$ cat config.mk
export PLATFORM = sky130hd
export DESIGN_NAME = grid_net_bbox_cost
export DESIGN_NICKNAME = d
export VERILOG_FILES = /design/src/rtl/gnbc_pkg.sv /design/src/rtl/grid_net_bbox_cost.sv /design/src/rtl/gnbc_accum.sv /design/src/rtl/gnbc_cost.sv
export VERILOG_INCLUDE_DIRS = /design/src /design/src/rtl
export SDC_FILE = /design/constraint.sdc
export NUM_CORES = 1
export LEC_CHECK = 0
export ABC_AREA = 1
export BUFFER_PORTS_ARGS = -buffer_cell sky130_fd_sc_hd__clkbuf_2
export CAP_MARGIN = 20
export CORE_ASPECT_RATIO = 0.8
export CORE_MARGIN = 1
export CORE_UTILIZATION = 35
export CTS_CLUSTER_DIAMETER = 60
export DETAILED_ROUTE_END_ITERATION = 8
export GPL_TIMING_DRIVEN = 0
export PLACE_DENSITY_LB_ADDON = 0.15
export SYNTH_ARGS = -nofsm -noshare
export SYNTH_HDL_FRONTEND = slang
export SYNTH_SLANG_ARGS = --single-unit
$ cat constraint.sdc
create_clock -name i_clk -period 5.55 [get_ports i_clk]
set_input_delay 0.555 -clock i_clk [delete_from_list [all_inputs] [get_ports i_clk]]
set_output_delay 0.555 -clock i_clk [all_outputs]
set_load 0.03 [all_outputs]
$ cat src/rtl/grid_net_bbox_cost_assert.svh
// assertion macros used by the grid net bounding box cost design
`ifndef GRID_NET_BBOX_COST_ASSERT_SVH
`define GRID_NET_BBOX_COST_ASSERT_SVH

// consequent must hold in the same cycle as the antecedent
`define GNBC_ASSERT_NOW(label, ante, cons, msg) \
    label: assert property (@(posedge i_clk) disable iff (!i_rst_n) (ante) |-> (cons)) \
        else $error(msg);

// consequent must hold in the cycle after the antecedent
`define GNBC_ASSERT_NEXT(label, ante, cons, msg) \
    label: assert property (@(posedge i_clk) disable iff (!i_rst_n) (ante) |=> (cons)) \
        else $error(msg);

`endif

$ cat src/rtl/gnbc_pkg.sv
// package with sizes and types for the grid net bounding box cost design
`timescale 1ns / 1ps

package gnbc_pkg;

    // grid limits
    localparam int MAX_PARTS   = 512;
    localparam int MAX_COLUMNS = 64;

    // field widths
    localparam int COUNT_W = 16;
    localparam int COL_W   = 7;
    localparam int COST_W  = 11;

    // derived widths
    localparam int CNT_W  = $clog2(MAX_PARTS + 1);
    localparam int ROW_W  = $clog2(MAX_PARTS + 2);
    localparam int PROD_W = ROW_W + COL_W;
    localparam int SUM_W  = PROD_W + 1;

    localparam logic [COST_W-1:0] COST_MAX = {COST_W{1'b1}};

    // final net state handed from the tracker to the cost stage
    typedef struct packed {
        logic [CNT_W-1:0] occupied;
        logic [ROW_W-1:0] min_row;
        logic [ROW_W-1:0] max_row;
        logic [COL_W-1:0] min_col;
        logic [COL_W-1:0] max_col;
        logic             err;
    } t_snap;

endpackage

$ cat src/rtl/grid_net_bbox_cost.sv
// top level of the grid net bounding box cost block
//
//   channel  direction  handshake                payload
//   input    in         i_valid / o_stall        i_part_count, i_last
//   result   out        o_valid / i_stall        o_cost, o_error
//   config   in         i_cfg_valid / o_cfg_ready  i_cfg_data (columns per row)
//
// one cell is taken every cycle while o_stall is low; o_valid rises once a taken last cell has passed
// the stages (input register, net tracker with snapshot register, cost multiply to result register)
// synchronous active-low reset clears all net state and sets columns per row to 4
// a stalled result only holds back the input once the snapshot register is also full
// and a last cell is waiting; ordinary cells keep flowing
`timescale 1ns / 1ps

module grid_net_bbox_cost (
    input  logic                          i_clk,
    input  logic                          i_rst_n,
    input  logic                          i_valid,
    output logic                          o_stall,
    input  logic [gnbc_pkg::COUNT_W-1:0]  i_part_count,
    input  logic                          i_last,
    output logic                          o_valid,
    input  logic                          i_stall,
    output logic [gnbc_pkg::COST_W-1:0]   o_cost,
    output logic                          o_error,
    input  logic                          i_cfg_valid,
    output logic                          o_cfg_ready,
    input  logic [gnbc_pkg::COL_W-1:0]    i_cfg_data
);

    logic                         r_in_valid;
    logic [gnbc_pkg::COUNT_W-1:0] r_in_count;
    logic                         r_in_last;
    logic [gnbc_pkg::COL_W-1:0]   r_cols;
    logic [gnbc_pkg::COL_W-1:0]   width;
    gnbc_pkg::t_snap              snap;
    logic                         snap_valid;
    logic                         cost_valid;
    logic                         out_free;
    logic                         snap_take;
    logic                         in_adv;
    logic                         in_free;

    // pipeline flow control
    assign out_free  = !cost_valid || !i_stall;
    assign snap_take = snap_valid && out_free;
    assign in_adv    = r_in_valid && (!r_in_last || !snap_valid || out_free);
    assign in_free   = !r_in_valid || in_adv;
    assign o_stall   = !in_free;

    // configuration register
    assign o_cfg_ready = 1'b1;

    always_ff @(posedge i_clk) begin
        if (!i_rst_n) begin
            r_cols <= gnbc_pkg::COL_W'(4);
        end else if (i_cfg_valid && o_cfg_ready) begin
            r_cols <= i_cfg_data;
        end
    end

    // row width clamped to the supported range
    always_comb begin
        if (r_cols == '0) begin
            width = gnbc_pkg::COL_W'(1);
        end else if (r_cols > gnbc_pkg::COL_W'(gnbc_pkg::MAX_COLUMNS)) begin
            width = gnbc_pkg::COL_W'(gnbc_pkg::MAX_COLUMNS);
        end else begin
            width = r_cols;
        end
    end

    // input register valid
    always_ff @(posedge i_clk) begin
        if (!i_rst_n) begin
            r_in_valid <= 1'b0;
        end else if (in_free) begin
            r_in_valid <= i_valid;
        end
    end

    // input register payload
    always_ff @(posedge i_clk) begin
        if (in_free && i_valid) begin
            r_in_count <= i_part_count;
            r_in_last  <= i_last;
        end
    end

    gnbc_accum u_accum (
        .i_clk        (i_clk),
        .i_rst_n      (i_rst_n),
        .i_adv        (in_adv),
        .i_part_count (r_in_count),
        .i_last       (r_in_last),
        .i_width      (width),
        .i_snap_take  (snap_take),
        .o_snap       (snap),
        .o_snap_valid (snap_valid)
    );

    gnbc_cost u_cost (
        .i_clk   (i_clk),
        .i_rst_n (i_rst_n),
        .i_load  (snap_take),
        .i_snap  (snap),
        .i_stall (i_stall),
        .o_valid (cost_valid),
        .o_cost  (o_cost),
        .o_error (o_error)
    );

    assign o_valid = cost_valid;

endmodule

$ cat src/rtl/gnbc_accum.sv
// per-cell position tracking, range and count update, net snapshot register
`timescale 1ns / 1ps
`include "grid_net_bbox_cost_assert.svh"

module gnbc_accum (
    input  logic                          i_clk,
    input  logic                          i_rst_n,
    input  logic                          i_adv,
    input  logic [gnbc_pkg::COUNT_W-1:0]  i_part_count,
    input  logic                          i_last,
    input  logic [gnbc_pkg::COL_W-1:0]    i_width,
    input  logic                          i_snap_take,
    output gnbc_pkg::t_snap               o_snap,
    output logic                          o_snap_valid
);

    logic [gnbc_pkg::COL_W-1:0] r_col, n_col;
    logic [gnbc_pkg::ROW_W-1:0] r_row, n_row;
    logic [gnbc_pkg::ROW_W-1:0] r_min_row, n_min_row;
    logic [gnbc_pkg::ROW_W-1:0] r_max_row, n_max_row;
    logic [gnbc_pkg::COL_W-1:0] r_min_col, n_min_col;
    logic [gnbc_pkg::COL_W-1:0] r_max_col, n_max_col;
    logic [gnbc_pkg::CNT_W-1:0] r_occ, n_occ;
    logic [gnbc_pkg::CNT_W-1:0] r_cells, n_cells;
    logic                       r_err, n_err;
    gnbc_pkg::t_snap            r_snap;
    logic                       r_snap_valid;

    logic negative;
    logic positive;
    logic overflow;

    // cell classification
    assign negative = i_part_count[gnbc_pkg::COUNT_W-1];
    assign positive = !negative && (i_part_count != '0);
    assign overflow = r_cells >= gnbc_pkg::CNT_W'(gnbc_pkg::MAX_PARTS);

    // next state after this cell
    always_comb begin
        n_col     = r_col;
        n_row     = r_row;
        n_min_row = r_min_row;
        n_max_row = r_max_row;
        n_min_col = r_min_col;
        n_max_col = r_max_col;
        n_occ     = r_occ;
        n_cells   = r_cells;
        n_err     = r_err;
        if (overflow) begin
            n_err = 1'b1;
        end else begin
            if (negative) begin
                n_err = 1'b1;
            end
            if (positive) begin
                n_occ = r_occ + 1'b1;
                if (r_row < r_min_row) n_min_row = r_row;
                if (r_row > r_max_row) n_max_row = r_row;
                if (r_col < r_min_col) n_min_col = r_col;
                if (r_col > r_max_col) n_max_col = r_col;
            end
            n_cells = r_cells + 1'b1;
            // wrap to the next row at the row width, also when already past it
            if (r_col >= i_width) begin
                n_col = gnbc_pkg::COL_W'(1);
                n_row = r_row + 1'b1;
            end else begin
                n_col = r_col + 1'b1;
            end
        end
    end

    // net state, cleared after the last cell of a net
    always_ff @(posedge i_clk) begin
        if (!i_rst_n || (i_adv && i_last)) begin
            r_col     <= gnbc_pkg::COL_W'(1);
            r_row     <= gnbc_pkg::ROW_W'(1);
            r_min_row <= '1;
            r_max_row <= '0;
            r_min_col <= '1;
            r_max_col <= '0;
            r_occ     <= '0;
            r_cells   <= '0;
            r_err     <= 1'b0;
        end else if (i_adv) begin
            r_col     <= n_col;
            r_row     <= n_row;
            r_min_row <= n_min_row;
            r_max_row <= n_max_row;
            r_min_col <= n_min_col;
            r_max_col <= n_max_col;
            r_occ     <= n_occ;
            r_cells   <= n_cells;
            r_err     <= n_err;
        end
    end

    // snapshot valid flag
    always_ff @(posedge i_clk) begin
        if (!i_rst_n) begin
            r_snap_valid <= 1'b0;
        end else if (i_adv && i_last) begin
            r_snap_valid <= 1'b1;
        end else if (i_snap_take) begin
            r_snap_valid <= 1'b0;
        end
    end

    // snapshot payload of the finished net
    always_ff @(posedge i_clk) begin
        if (i_adv && i_last) begin
            r_snap.occupied <= n_occ;
            r_snap.min_row  <= n_min_row;
            r_snap.max_row  <= n_max_row;
            r_snap.min_col  <= n_min_col;
            r_snap.max_col  <= n_max_col;
            r_snap.err      <= n_err;
        end
    end

    assign o_snap       = r_snap;
    assign o_snap_valid = r_snap_valid;

    // checks on the tracked net state
    `GNBC_ASSERT_NOW(a_cells_bound, 1'b1,
        r_cells <= gnbc_pkg::CNT_W'(gnbc_pkg::MAX_PARTS), "cell count beyond grid store")
    `GNBC_ASSERT_NOW(a_occ_le_cells, 1'b1, r_occ <= r_cells,
        "occupied count exceeds cells seen")
    `GNBC_ASSERT_NOW(a_range_order, r_occ != '0,
        (r_min_row <= r_max_row) && (r_min_col <= r_max_col), "bounding box range inverted")
    `GNBC_ASSERT_NEXT(a_last_clears, i_adv && i_last,
        r_snap_valid && (r_cells == '0) && (r_occ == '0), "net not closed after last cell")

endmodule

$ cat src/rtl/gnbc_cost.sv
// bounding box area, occupied count add, saturation and result register
`timescale 1ns / 1ps

module gnbc_cost (
    input  logic                         i_clk,
    input  logic                         i_rst_n,
    input  logic                         i_load,
    input  gnbc_pkg::t_snap              i_snap,
    input  logic                         i_stall,
    output logic                         o_valid,
    output logic [gnbc_pkg::COST_W-1:0]  o_cost,
    output logic                         o_error
);

    logic [gnbc_pkg::ROW_W-1:0]  rows;
    logic [gnbc_pkg::COL_W-1:0]  cols;
    logic [gnbc_pkg::PROD_W-1:0] area;
    logic [gnbc_pkg::SUM_W-1:0]  total;
    logic [gnbc_pkg::COST_W-1:0] n_cost;
    logic                        r_valid;
    logic [gnbc_pkg::COST_W-1:0] r_cost;
    logic                        r_error;

    // spans and area
    assign rows  = i_snap.max_row - i_snap.min_row + 1'b1;
    assign cols  = i_snap.max_col - i_snap.min_col + 1'b1;
    assign area  = gnbc_pkg::PROD_W'(rows) * gnbc_pkg::PROD_W'(cols);
    assign total = gnbc_pkg::SUM_W'(area) + gnbc_pkg::SUM_W'(i_snap.occupied);

    // empty net gives zero, large cost saturates
    always_comb begin
        if (i_snap.occupied == '0) begin
            n_cost = '0;
        end else if (total > gnbc_pkg::SUM_W'(gnbc_pkg::COST_MAX)) begin
            n_cost = gnbc_pkg::COST_MAX;
        end else begin
            n_cost = total[gnbc_pkg::COST_W-1:0];
        end
    end

    // result valid flag
    always_ff @(posedge i_clk) begin
        if (!i_rst_n) begin
            r_valid <= 1'b0;
        end else if (i_load) begin
            r_valid <= 1'b1;
        end else if (!i_stall) begin
            r_valid <= 1'b0;
        end
    end

    // result payload
    always_ff @(posedge i_clk) begin
        if (i_load) begin
            r_cost  <= n_cost;
            r_error <= i_snap.err;
        end
    end

    assign o_valid = r_valid;
    assign o_cost  = r_cost;
    assign o_error = r_error;

endmodule

After elaboration in Yosys (flattened, before gate mapping):

Cells that the tools add are included.

* register bits after elaboration: 156
* output and inout bits: 15

* equality and inequality tests: 1
* order comparisons: 8
* bitwise gates (word level): 1
* $mul: 1
* multiplexer cells: 24
* add/subtract/negate cells: 9
* reduce and logical (&&, ||, !) cells: 24

Operator list (number)
* $mux 10: 8
* $mux 7: 9
* $add 10x1->10 const B: 4
* $add 17x10->18: 1
* $gt 18x11->1 const B: 1
* $mul 10x7->17: 1
* $reduce_bool 16->1: 1
* $add 7x1->7 const B: 2
* $mux 11: 1
* $ge 10x10->1 const B: 1
* $gt 10x10->1: 1
* $logic_not 10->1: 1
* $lt 10x10->1: 1
* $sub 10x10->10: 1
* $logic_not 1->1: 8
* $ge 7x7->1: 1
* $gt 7x7->1: 1
* $gt 7x7->1 const B: 1
* $logic_not 7->1: 1
* $lt 7x7->1: 1
* $sub 7x7->7: 1
* $mux 1: 6
* $logic_and 1x1->1: 5
* $logic_or 1x1->1: 5
* other kinds (5): 5

Longest topological paths before layout:

Gate-level depths: netlist of run 1.

* word-level depth: 6
* mapped depth: 37
* depth with buffers taken out: 36

Modules after synthesis:

Synthesis of run 1 repeated with hierarchy kept, for this count alone.

* cells, all modules: 1483
* area total of the unflattened synthesis: 11577.4 um^2

By module, submodules not included
* gnbc_accum: area an instance 6377.4 um^2, seq. area each 2812.7 um^2, instances 1, cells each 816
* gnbc_cost: area an instance 4301.6 um^2, seq. area each 380.4 um^2, instances 1, cells each 594
* grid_net_bbox_cost: area an instance 898.4 um^2, seq. area each 670.6 um^2, instances 1, cells each 73

Worst setup path before layout of run 1:

No wires, ideal clock.

* path type: register to register
* start point: register u_accum.r_snap (netlist bit u_accum.o_snap[4])
* end point: register u_cost.r_cost (netlist bit u_cost.o_cost[1]), data pin
* library setup time: 0.250 ns
* cell stages (with the launch flop): 32
* slack: -0.240 ns
* arrival: 5.540 ns
* buffers on the path: 1
* path through: edfxtp_1 -> ha_1 -> ha_1 -> a21oi_1 -> nand2_1 -> nand2_1 -> nand2_1 -> a21oi_1 -> xor2_1 -> nor2_1 -> fa_1 -> inv_1 -> fa_1 -> inv_1 -> fa_1 -> inv_1 -> fa_1 -> inv_1 -> ha_1 -> nand2_1 -> nor2_1 -> and2_1 -> nand2_1 -> nand2_1 -> nand2_1 -> nand2_1 -> inv_1 -> nor2_2 -> buf_6 -> nand3_1 -> nand2_1 -> inv_1

* longest elaborated chain between the ends: 6

Ends and longest elaborated chain
* from (decl): line gnbc_accum.sv:26 `gnbc_pkg::t_snap r_snap;`
* $sub 7x7->7: line gnbc_cost.sv:26 `assign cols = i_snap.max_col - i_snap.min_col + 1'b1;`
* $add 7x1->7: line gnbc_cost.sv:26
* $mul 10x7->17: line gnbc_cost.sv:27 `assign area = gnbc_pkg::PROD_W'(rows) * gnbc_pkg::PROD_W'(cols);`
* $add 17x10->18: line gnbc_cost.sv:28 `assign total = gnbc_pkg::SUM_W'(area) + gnbc_pkg::SUM_W'(i_snap.occupied);`
* $gt 18x11->1: line gnbc_cost.sv:34 `end else if (total > gnbc_pkg::SUM_W'(gnbc_pkg::COST_MAX)) begin`
* $mux 11: line gnbc_cost.sv:34
* to (signal assigned): line gnbc_cost.sv:55 `r_cost <= n_cost;`
* to (decl): line gnbc_cost.sv:21 `logic [gnbc_pkg::COST_W-1:0] r_cost;`

No other way between the ends.
A chain may end at the register's enable or synchronous reset.

Worst setup path in the final report of run 1:

* start point: register u_accum.r_snap (netlist bit u_accum.o_snap[4])
* end point: register u_cost.r_cost (netlist bit u_cost.o_cost[10]), data pin

* longest elaborated chain between the ends: 6

Ends and longest elaborated chain (line)
* $sub 7x7->7 (*): gnbc_cost.sv:26
* $add 7x1->7 (*): gnbc_cost.sv:26
* $mul 10x7->17 (*): gnbc_cost.sv:27
* $add 17x10->18 (*): gnbc_cost.sv:28
* $gt 18x11->1: gnbc_cost.sv:34
* $mux 11 (*): gnbc_cost.sv:34

Every way passes the cells marked *; elsewhere a longest branch is shown, timed or not.

==> metrics.log, run 1 <==
[metrics] number of hold-slack violations in the final timing report: 0
[metrics] number of buffers and inverters on the critical path: 8
[metrics] classification of the worst-slack hold path: input port to register
[metrics] wire length after detailed routing: 28.94 mm
[metrics] post-cts hold buffer count: 0
[metrics] level count of the clock H-tree: 4
[metrics] share of Yosys cell area claimed by the top area cell type: 19.15%
[metrics] dominant cells by area after synthesis: edfxtp_1 19%, dfxtp_1 14%, nand2_1 13%
[metrics] overall fraction of global-route tracks in use: 17.75%
[metrics] Worst Hold Path Cells: 1
[metrics] Core Area: 32560 sq um
[metrics] worst stage delay on the critical path: between 0.5 and 0.6 ns
[metrics] worst setup path start: u_accum.o_snap[4]
[metrics] class of the most critical setup path: register to register
[metrics] number of warnings issued by yosys: 0
[metrics] cell with the most instances after synthesis: nand2_1
[metrics] crit-path leading delay family: adder cells
[metrics] worst r2r dst: u_cost.o_cost[10]
[metrics] die span in x: 205.6 um
[metrics] number of instances in the synthesized netlist: around 1500
[metrics] shortest clock period the worst path allows after layout: ~6 ns
[metrics] die outline area: approximately 34000 sq um
[metrics] TritonCTS buffer count: 17
[metrics] synthesized net count: 1723
[metrics] post-synth cell types: 44
[metrics] DRC marker count from the first detailed-route iteration: a little under 600
[metrics] required time reported for the critical path endpoint: 5.74 ns
[metrics] reported max-cap violation count: 0
[metrics] fin crit share: 107.6%
[metrics] worst slack after detailed placement: -0.8809 ns
[metrics] Least-Margin Pin Slew: 0.5782 ns
[metrics] DR vias/cell: 4.709
[metrics] routed via count: 9710
[metrics] net count reported at finish: 1815
[metrics] Final GP Congestion: 0.8582
[metrics] share of synthesized registers carrying an async set or reset: 0%
[metrics] Syn Std Cell Area: ~12000 sq um
[metrics] number of enable-type register cells in the synthesized netlist: 74
[metrics] global-route wire length before repair: roughly 47 mm
[metrics] Achievable Freq: 167.4 MHz
[metrics] hold-critical path endpoint: r_in_last
[metrics] Clock Pin Slew Worst Setup and Hold Paths: 0.07 ns
[metrics] final routed DRC violation total: 0
[metrics] post-route setup slack: -0.4244 ns
[metrics] Root Driver: clkbuf_16
[metrics] power density of the placed cells: 605.8 nW/um^2
[metrics] Relative slew margins: 61.46%
[metrics] number of pins exceeding their max-slew limit in the final report: 0
[metrics] cell taking the most area after synthesis: edfxtp_1
[metrics] most prevalent standard cell on the critical path: nand2_1
[metrics] # rows: 59
[metrics] height of the chip: between 150 and 200 um
[metrics] CTS tree: built
[metrics] run status: finished with violations
[metrics] CTS max path bufs: 2
[metrics] Peak supply drop: just under 600 uV
[metrics] antenna violations before repair: 0
[metrics] later-pin clock latency in the skew report: 0.43 ns
[metrics] category of the worst setup path capture point: register
[metrics] critical path startpoint category: register
[metrics] R2R Path Start: u_accum.o_snap[4]
[metrics] most numerous cell types in the synthesized netlist: 416 x nand2_1, 282 x inv_1, 123 x nor2_1, 113 x ha_1, 88 x a21oi_1
[metrics] flip-flop cell with the highest count after synthesis: dfxtp_1
[metrics] R2R setup slack: -0.42 ns
[metrics] remaining global-route overflow: 0
[metrics] Inserted Diodes: 0
[metrics] layout cells sized above 1: 14.80%
[metrics] fraction of the yosys area taken by sequential cells: approximately 33%
[metrics] vias in the first global route: 9127
[metrics] Synth Area per Inst: 7.583 sq um
[metrics] highest-delay cell along the critical path: fa_1
[metrics] Setup Total Neg Slack: -4.472 ns
[metrics] violated checks: negative setup slack
[metrics] Max FO, Critical Path: 6
[metrics] detailed-route wire length per cell: 14.03 um
[metrics] count of TritonRoute iterations in the first routing pass: 7
[metrics] Critical Path AT: 6.16 ns
[metrics] post-synthesis sequential element count: 156
[metrics] Leak Pwr: 0.006720 uW
[metrics] number of cells traversed by the worst register-to-register path: 32
[metrics] Worst Min Path Start: i_last
[metrics] Port Buffers: 41
[metrics] Area growth, synth to finish: 18.77%
[metrics] total number of clock tree sinks: 156
[metrics] num ports: 44
[metrics] Final HPWL DP: 22.24 mm
[metrics] number of failing setup endpoints in the final timing report: 11
[metrics] remaining antenna violation count: 0
[metrics] clock skew after layout: 0.01177 ns
[metrics] RSZ-0062 raised after global routing: true
[metrics] largest net degree at the start of global routing: 39
[metrics] starting density of the core: 35.64%
[layer usage]
| metal | global-route usage [%] | share of wire [%] | up-vias |
|---|---|---|---|
| li1 | - | - | 5030 |
| met1 | 24.79 | 50 | 4463 |
| met2 | 28.77 | 45 | 198 |
| met3 | 2.723 | 4.2 | 19 |
| met4 | 3.906 | 0.97 | 0 |
| met5 | 0 | 0 | - |
[report_power, final]
part           internal [uW]  switching (uW)
Clock                    712             514
Combinational           2380            3410
Sequential              1290            38.7
[registers in the layout, summed over array words and instances (netlist names), 7 cells and up]
name               count
u_accum.o_snap        45
r_in_count            16
u_cost.o_cost         11
u_accum.r_cells       10
u_accum.r_max_row     10
u_accum.r_min_row     10
u_accum.r_occ         10
u_accum.r_row         10
r_cols                 7
u_accum.r_col          7
u_accum.r_max_col      7
u_accum.r_min_col      7
[stage by stage]
stage                     util [%]  std cells  power, uW  cell area (sq um)  hold slack [ns]
after floorplan                  -       1530       4592              11660           0.4003
after CTS                    41.77       2053       8213              13600           0.2773
final                        42.33       2062       8348              13780           0.2954
after global placement       38.10       1998       5560              12400           0.4024
after global routing         42.33       2062       9068              13780           0.2784
after detailed placement     38.21       2001       5551              12440           0.4072
[cell type report]
cell class	instances	area (sq um)
Buffer	34	171.4
Inverter	287	1080
Fill cell	3355	18770
Clock inverter	13	150.1
Sequential cell	156	3864
Timing Repair Buffer	74	489.2
Clock buffer	19	464.2
Tap cell	427	534.3
Multi-Input combinational cell	1052	7028
[cell families (layout without fill, tap and decap cells)]
family          Yosys count  after routing  share of synthesized area [%]
compound gates          179            179                          8.271
xor+xnor                 32             32                          2.416
fa+ha+maj               164            164                          20.99
buf+inv                 322            427                          10.76
flops                   156            156                          33.30
other cells               1              1                        0.03232
simple gates            676            676                          24.23
[worst reg2reg max path, delay by kind of cell, from the launching register on]
| family | cells | cell delay (ns) |
|---|---|---|
| adder cells (fa/ha/maj) | 7 | 2.94 |
| AND/OR/NAND/NOR | 14 | 1.18 |
| buffers and inverters | 8 | 0.59 |
| flip-flops | 1 | 0.48 |
| AO/OA/AOI/OAI | 2 | 0.30 |
| XOR/XNOR | 1 | 0.27 |
[repair_timing]
item,in CTS,in global routing
setup buffers,19,9
setup endpoints to repair,11,11
gates resized for setup,79,30
cloned,2,0
pin swaps,48,32
[layout by cell type, fill, tap and decap left out, drive strengths merged, types with 2 or more instances in the layout]
cell type  synthesis  final
nor4               4      4
xor2              18     18
nand3b             3      3
bufinv             0      2
o21ai             67     67
and2               3      3
o21bai            10     10
fa                51     51
nand3             64     64
nor3              14     14
inv              287    293
nand4             25     25
o21a               4      4
clkbuf            13     72
nor3b              3      3
ha               113    113
or2               11     11
edfxtp            74     74
o211ai             3      3
clkinv             0      4
nand2            421    421
xnor2             14     14
nor2             127    127
buf               22     55
a21oi             89     89
dfxtp             82     82
[worst max-delay path by stage]
stage	slack (ns)	to	cells past startpoint
after floorplan	0.008	u_cost.o_cost[0]	31
after global placement	-0.88	u_cost.o_cost[10]	30
after CTS	-0.42	u_cost.o_cost[10]	31
final	-0.42	u_cost.o_cost[10]	32
after global routing	-0.71	u_cost.o_cost[1]	33
after detailed placement	-0.88	u_cost.o_cost[10]	30
Note: power is estimated with default switching activity, not from simulation.
==> inputs of run 2 (changes only) <==
clock period = 7.3 ns   (was 5.55 ns; I/O delays follow)
==> run 2 against run 1 <==
Compared with the run above:
- the flow now finishes without violations
- sequential power decreased by 24%
- critical path type unchanged
- via count decreased by 2.6%
- flip-flop and latch count unchanged
- maximum frequency down 13%
- combinational power is 47% lower
- setup slack better by 0.87 ns
- clock power down 32%
- highest routed layer unchanged
- first-iteration DRC count shrank 9.9%
==> metrics.log, run 2 (same netlist as run 1, synthesis figures left out) <==
[metrics] # rows: 59
[metrics] Worst Min Path Start: u_accum.o_snap[0]
[metrics] class of the most critical setup path: register to register
[metrics] most frequent cells in the layout: 416 x nand2_1, 281 x inv_1, 122 x nor2_1, 113 x ha_1, 88 x a21oi_1
[metrics] DR vias/cell: 4.653
[metrics] level count of the clock H-tree: 4
[metrics] Peak supply drop: 286.5 uV
[metrics] count of TritonRoute iterations in the first routing pass: 5
[metrics] Clock Pin Slew Worst Setup and Hold Paths: 0.07 ns
[metrics] R2R Path Start: u_accum.o_snap[2]
[metrics] number of failing setup endpoints in the final timing report: 0
[metrics] Port Buffers: 41
[metrics] Area growth, synth to finish: 11.59%
[metrics] layout cells sized above 1: under 10%
[metrics] reported max-cap violation count: 0
[metrics] final routed DRC violation total: 0
[metrics] fin crit share: around 94%
[metrics] power density of the placed cells: 378.6 nW/um^2
[metrics] starting density of the core: 35.64%
[metrics] Leak Pwr: ~0.0065 uW
[metrics] Achievable Freq: 146.0 MHz
[metrics] Inserted Diodes: 0
[metrics] number of buffers and inverters on the critical path: 9
[metrics] number of cells traversed by the worst register-to-register path: 30
[metrics] share of the core filled with cells in the final layout: 39.77%
[metrics] remaining antenna violation count: 0
[metrics] hold-critical path endpoint: u_cost.o_error
[metrics] fill cell instance count of the final layout: 3401
[metrics] vias in the first global route: roughly 9100
[metrics] die outline area: 33890 sq um
[metrics] CTS max path bufs: 2
[metrics] Final GP Congestion: 0.8649
[metrics] post-cts hold buffer count: 0
[metrics] wire length after detailed routing: 27.92 mm
[metrics] overall fraction of global-route tracks in use: 17.44%
[metrics] die span in x: about 210 um
[metrics] worst stage delay on the critical path: 0.78 ns
[metrics] global-route wire length before repair: 46.43 mm
[metrics] critical path startpoint category: register
[metrics] total number of clock tree sinks: 156
[metrics] remaining global-route overflow: 0
[metrics] most prevalent standard cell on the critical path: inv_1
[metrics] num ports: 44
[metrics] worst r2r dst: u_cost.o_cost[10]
[metrics] net count reported at finish: 1786
[metrics] Worst Hold Path Cells: 0
[metrics] worst slack after detailed placement: 0.3441 ns
[metrics] Least-Margin Pin Slew: 0.9744 ns
[metrics] total power: slightly below 5000 uW
[metrics] Max FO, Critical Path: 10
[metrics] RSZ-0062 raised after global routing: false
[metrics] CTS tree: built
[metrics] post-route setup slack: 0.4499 ns
[metrics] height of the chip: 164.9 um
[metrics] largest net degree at the start of global routing: 39
[metrics] crit-path leading delay family: adder cells
[metrics] DRC marker count from the first detailed-route iteration: 537
[metrics] category of the worst setup path capture point: register
[metrics] Largest register FFs: 45
[metrics] highest-delay cell along the critical path: xnor2_1
[metrics] Root Driver: clkbuf_16
[metrics] TritonCTS buffer count: 17
[metrics] R2R setup slack: ~0.45 ns
[metrics] required time reported for the critical path endpoint: 7.49 ns
[metrics] later-pin clock latency in the skew report: 0.42 ns
[metrics] summed area of non-filler cells in the final layout: 12950 sq um
[metrics] number of pins exceeding their max-slew limit in the final report: 0
[metrics] run status: completed
[metrics] number of hold-slack violations in the final timing report: 0
[metrics] Setup Total Neg Slack: 0 ns
[metrics] classification of the worst-slack hold path: register to register
[metrics] commonest non-fill, non-tap cell in the layout: nand2_1
[metrics] Relative slew margins: 34.57%
[metrics] detailed-route wire length per cell: 13.73 um
[metrics] routed via count: ~9500
[metrics] Core Area: 32560 sq um
[metrics] clock skew after layout: 0.01475 ns
[metrics] shortest clock period the worst path allows after layout: 6.850 ns
[metrics] number of buffers inserted to repair setup after CTS: 0
[metrics] placed cell areas: 12390 sq um
[metrics] Final HPWL DP: 22.28 mm
[metrics] Critical Path AT: around 7.0 ns
[metrics] antenna violations before repair: 0
## run 2: area by class of cell
cell class	count	area [sq um]	area share, %
timing repair buffer	44	247.7	1.913
sequential	156	3864	29.84
clock buffer	18	429.2	3.315
multi-input combinational	1052	6500	50.20
inverter	287	1077	8.320
clock inverter	14	123.9	0.9567
buffer	35	171.4	1.324
tap	427	534.3	4.126
## run 2: through the flow
stage	cells	hold WS [ns]
floorplan	1530	0.4003
global placement	1998	0.4143
detailed placement	2001	0.4128
CTS	2033	0.4280
global route	2033	0.4356
finish	2033	0.4275
## run 2: worst max-delay path by stage
| stage | from | depth (start not counted) | slack (ns) | endpoint |
|---|---|---|---|---|
| final | u_accum.o_snap[2] | 30 | 0.45 | u_cost.o_cost[10] |
| after global routing | u_accum.o_snap[2] | 29 | 0.08 | u_cost.o_cost[10] |
| after CTS | u_accum.o_snap[4] | 30 | 0.32 | u_cost.o_cost[10] |
| after detailed placement | u_accum.o_snap[4] | 30 | 0.34 | u_cost.o_cost[10] |
| after global placement | u_accum.o_snap[4] | 30 | 0.33 | u_cost.o_cost[10] |
| after floorplan | u_accum.o_snap[4] | 31 | 1.51 | u_cost.o_cost[1] |
## run 2: power by group
part / total [uW] / switching [uW] / leakage [uW] / internal [uW]
Sequential: 1010 / 29.7 / 0.00134 / 983
Clock: 841 / 392 / 0.000265 / 449
Combinational: 3050 / 1950 / 0.00486 / 1100
## run 2: worst register-to-register path, delay by kind of cell (launching register included)
kind            cells  cell delay (ns)
fa+ha+maj           8             3.17
simple gates       11             1.47
xor+xnor            1             0.78
buf+inv             9             0.63
flops               1             0.42
compound gates      1             0.13
## run 2: per-layer routing
metal / wire, um / GRT usage (%) / vias to the layer above
met2: 12170 / 28.11 / 140
met5: 0 / 0 / -
met1: 14560 / 25.15 / 4344
met4: 167 / 2.997 / 0
li1: - / - / 4962
met3: 1023 / 2.131 / 13
## run 2: what timing repair did
| item | 4_1_cts | 5_1_grt |
|---|---|---|
| setup endpoints to repair | 0 | 11 |
| gates resized for setup | 0 | 1 |
| hold endpoints to repair | 0 | 0 |
==> inputs of run 3 (changes only) <==
SETUP_SLACK_MARGIN = 0.5   (was not set)
==> run 3 against run 2 <==
Compared with the run above:
- non-clock buffer count grew 2
- first-iteration DRC count is 9.9% lower
- sequential power hardly changed
- worst hold slack is essentially flat
- flip-flop and latch count unchanged
- die area did not move
- utilization is 0.26 points higher
- cell area rose by 0.65%
- setup slack gained 0.36 ns
- register-to-register slack gained 0.36 ns
- critical endpoint unchanged
- critical path type unchanged
- highest routed layer unchanged
- routed wire length is 0.32% higher
- clock power hardly changed
==> metrics.log, run 3 (same netlist as run 1, synthesis figures left out) <==
[metrics] post-route setup slack: 0.8124 ns
[metrics] Final GP Congestion: 0.8649
[metrics] post-placement cell count: 2001
[metrics] share of the core filled with cells in the final layout: 40.03%
[metrics] level count of the clock H-tree: 4
[metrics] category of the worst setup path capture point: register
[metrics] Peak supply drop: 307.5 uV
[metrics] Min Hold Slack: 0.4272 ns
[metrics] RSZ-0062 raised after global routing: false
[metrics] non-filler instance count after layout: 2035
[metrics] Core Area: between 30000 and 40000 sq um
[metrics] Area growth, synth to finish: 12.31%
[metrics] DRC marker count from the first detailed-route iteration: around 480
[metrics] final routed DRC violation total: 0
[metrics] antenna violations before repair: 0
[metrics] power density of the placed cells: 383.7 nW/um^2
[metrics] remaining antenna violation count: 0
[metrics] remaining global-route overflow: 0
[metrics] class of the most critical setup path: register to register
[metrics] Inserted Diodes: 0
[metrics] starting density of the core: 35.64%
[metrics] Least-Margin Pin Slew: roughly 0.63 ns
[metrics] TritonCTS buffer count: 17
[metrics] Critical Path AT: 6.68 ns
[metrics] CTS tree: built
[metrics] Root Driver: clkbuf_16
[metrics] most frequent cells in the layout: 415 x nand2_1, 281 x inv_1, 118 x nor2_1, 112 x ha_1, 87 x a21oi_1
[metrics] highest-delay cell along the critical path: fa_1
[metrics] Final HPWL DP: 22.28 mm
[metrics] largest net degree at the start of global routing: 39
[metrics] Relative slew margins: 58.02%
[metrics] die span in x: just over 200 um
[metrics] Achievable Freq: 154.1 MHz
[metrics] Port Buffers: 41
[metrics] num ports: 44
[metrics] post-cts hold buffer count: 0
[metrics] CTS max path bufs: 2
[metrics] total number of clock tree sinks: between 150 and 200
[metrics] clock skew after layout: 0.01418 ns
[metrics] worst slack after detailed placement: 0.3441 ns
[metrics] routed via count: 9483
[metrics] number of hold-slack violations in the final timing report: 0
[metrics] overall fraction of global-route tracks in use: 17.45%
[metrics] Clock Pin Slew Worst Setup and Hold Paths: 0.07 ns
[metrics] Largest register FFs: 45
[metrics] later-pin clock latency in the skew report: 0.42 ns
[metrics] worst stage delay on the critical path: about 0.55 ns
[metrics] net count reported at finish: 1788
[metrics] fill cell instance count of the final layout: around 3400
[metrics] layout cells sized above 1: 8.520%
[metrics] most prevalent standard cell on the critical path: nand2_1
[metrics] detailed-route wire length per cell: 13.77 um
[metrics] Leak Pwr: 0.006502 uW
[metrics] shortest clock period the worst path allows after layout: 6.488 ns
[metrics] wire length after detailed routing: 28.01 mm
[metrics] number of failing setup endpoints in the final timing report: 0
[metrics] global-route wire length before repair: 46.44 mm
[metrics] Max FO, Critical Path: 10
[metrics] combined flip-flop and latch cell area: 3864 sq um
[metrics] count of TritonRoute iterations in the first routing pass: 5
[metrics] multi-input logic area: approximately 6600 sq um
[metrics] number of pins exceeding their max-slew limit in the final report: 0
[metrics] required time reported for the critical path endpoint: 7.49 ns
[metrics] DR vias/cell: ~4.7
[metrics] fin crit share: between 80% and 90%
[metrics] # rows: 59
[metrics] classification of the worst-slack hold path: register to register
[metrics] vias in the first global route: 9140
[metrics] die outline area: 33890 sq um
[metrics] reported max-cap violation count: 0
[metrics] height of the chip: 164.9 um
[metrics] commonest non-fill, non-tap cell in the layout: nand2_1
[metrics] Setup Total Neg Slack: 0 ns
[metrics] critical path startpoint category: register
[metrics] run status: completed
-- run 3: cell count changes in the layout (fill, tap and decap cells not counted), moves of 2 or more --
cell and delta:
xnor2_2 +2, buf_4 +2, nor2_2 +3, nor2_1 -4
xnor2_1 -3
-- run 3: final timing paths --
check / start / endpoint / slack, ns / cells past startpoint
hold / removal: u_accum.o_snap[0] / u_cost.o_error / 0.43 / 0
setup / recovery: u_accum.o_snap[4] / u_cost.o_cost[10] / 0.81 / 31
setup reg to reg: u_accum.o_snap[4] / u_cost.o_cost[10] / 0.81 / 31
hold reg to reg: u_accum.o_snap[0] / u_cost.o_error / 0.43 / 0
-- run 3: timing repair --
| action | CTS | global route |
|---|---|---|
| buffers inserted | 0 | 2 |
| pin swaps | 0 | 0 |
| gates resized for setup | 1 | 16 |
| endpoints found under the setup margin | 11 | 11 |
-- run 3: critical path: cells and delay by family (launching register included) --
| kind | cells | cell delay, ns |
|---|---|---|
| adder cells (fa/ha/maj) | 7 | 3.19 |
| AO/OA/AOI/OAI | 2 | 0.31 |
| flip-flops | 1 | 0.45 |
| buffers and inverters | 7 | 0.59 |
| AND/OR/NAND/NOR | 14 | 1.56 |
| XOR/XNOR | 1 | 0.14 |
-- run 3: layout make-up --
class                   instances  area share, %
flip-flops and latches        156          29.65
plain buffers                  35          1.315
clock buffers                  18          3.293
clock inverters                14         0.9506
inverters                     287          8.267
multi-input cells            1052          50.41
repair buffers                 46          2.016
well taps                     427          4.100
-- run 3: power breakdown --
| group | internal (uW) | leakage, uW | total, uW | switching (uW) |
|---|---|---|---|---|
| registers | 983 | 0.00134 | 1010 | 29.6 |
| clock network | 449 | 0.000265 | 841 | 392 |
| logic | 1130 | 0.00489 | 3150 | 2010 |
-- run 3: stage by stage --
stage | power (uW) | cell area [sq um]
after global routing | 5527 | 13030
after floorplan | 3368 | 11600
final | 5001 | 13030
after CTS | 4936 | 12950
after detailed placement | 4071 | 12390
after global placement | 4073 | 12340
-- run 3: metal layers --
layer / part of all wire, % / global-route usage, % / vias to the layer above
li1: - / - / 4963
met1: 52 / 25.16 / 4367
met2: 44 / 28.13 / 140
met3: 3.1 / 2.131 / 13
met4: 0.64 / 2.997 / 0
met5: 0 / 0 / -
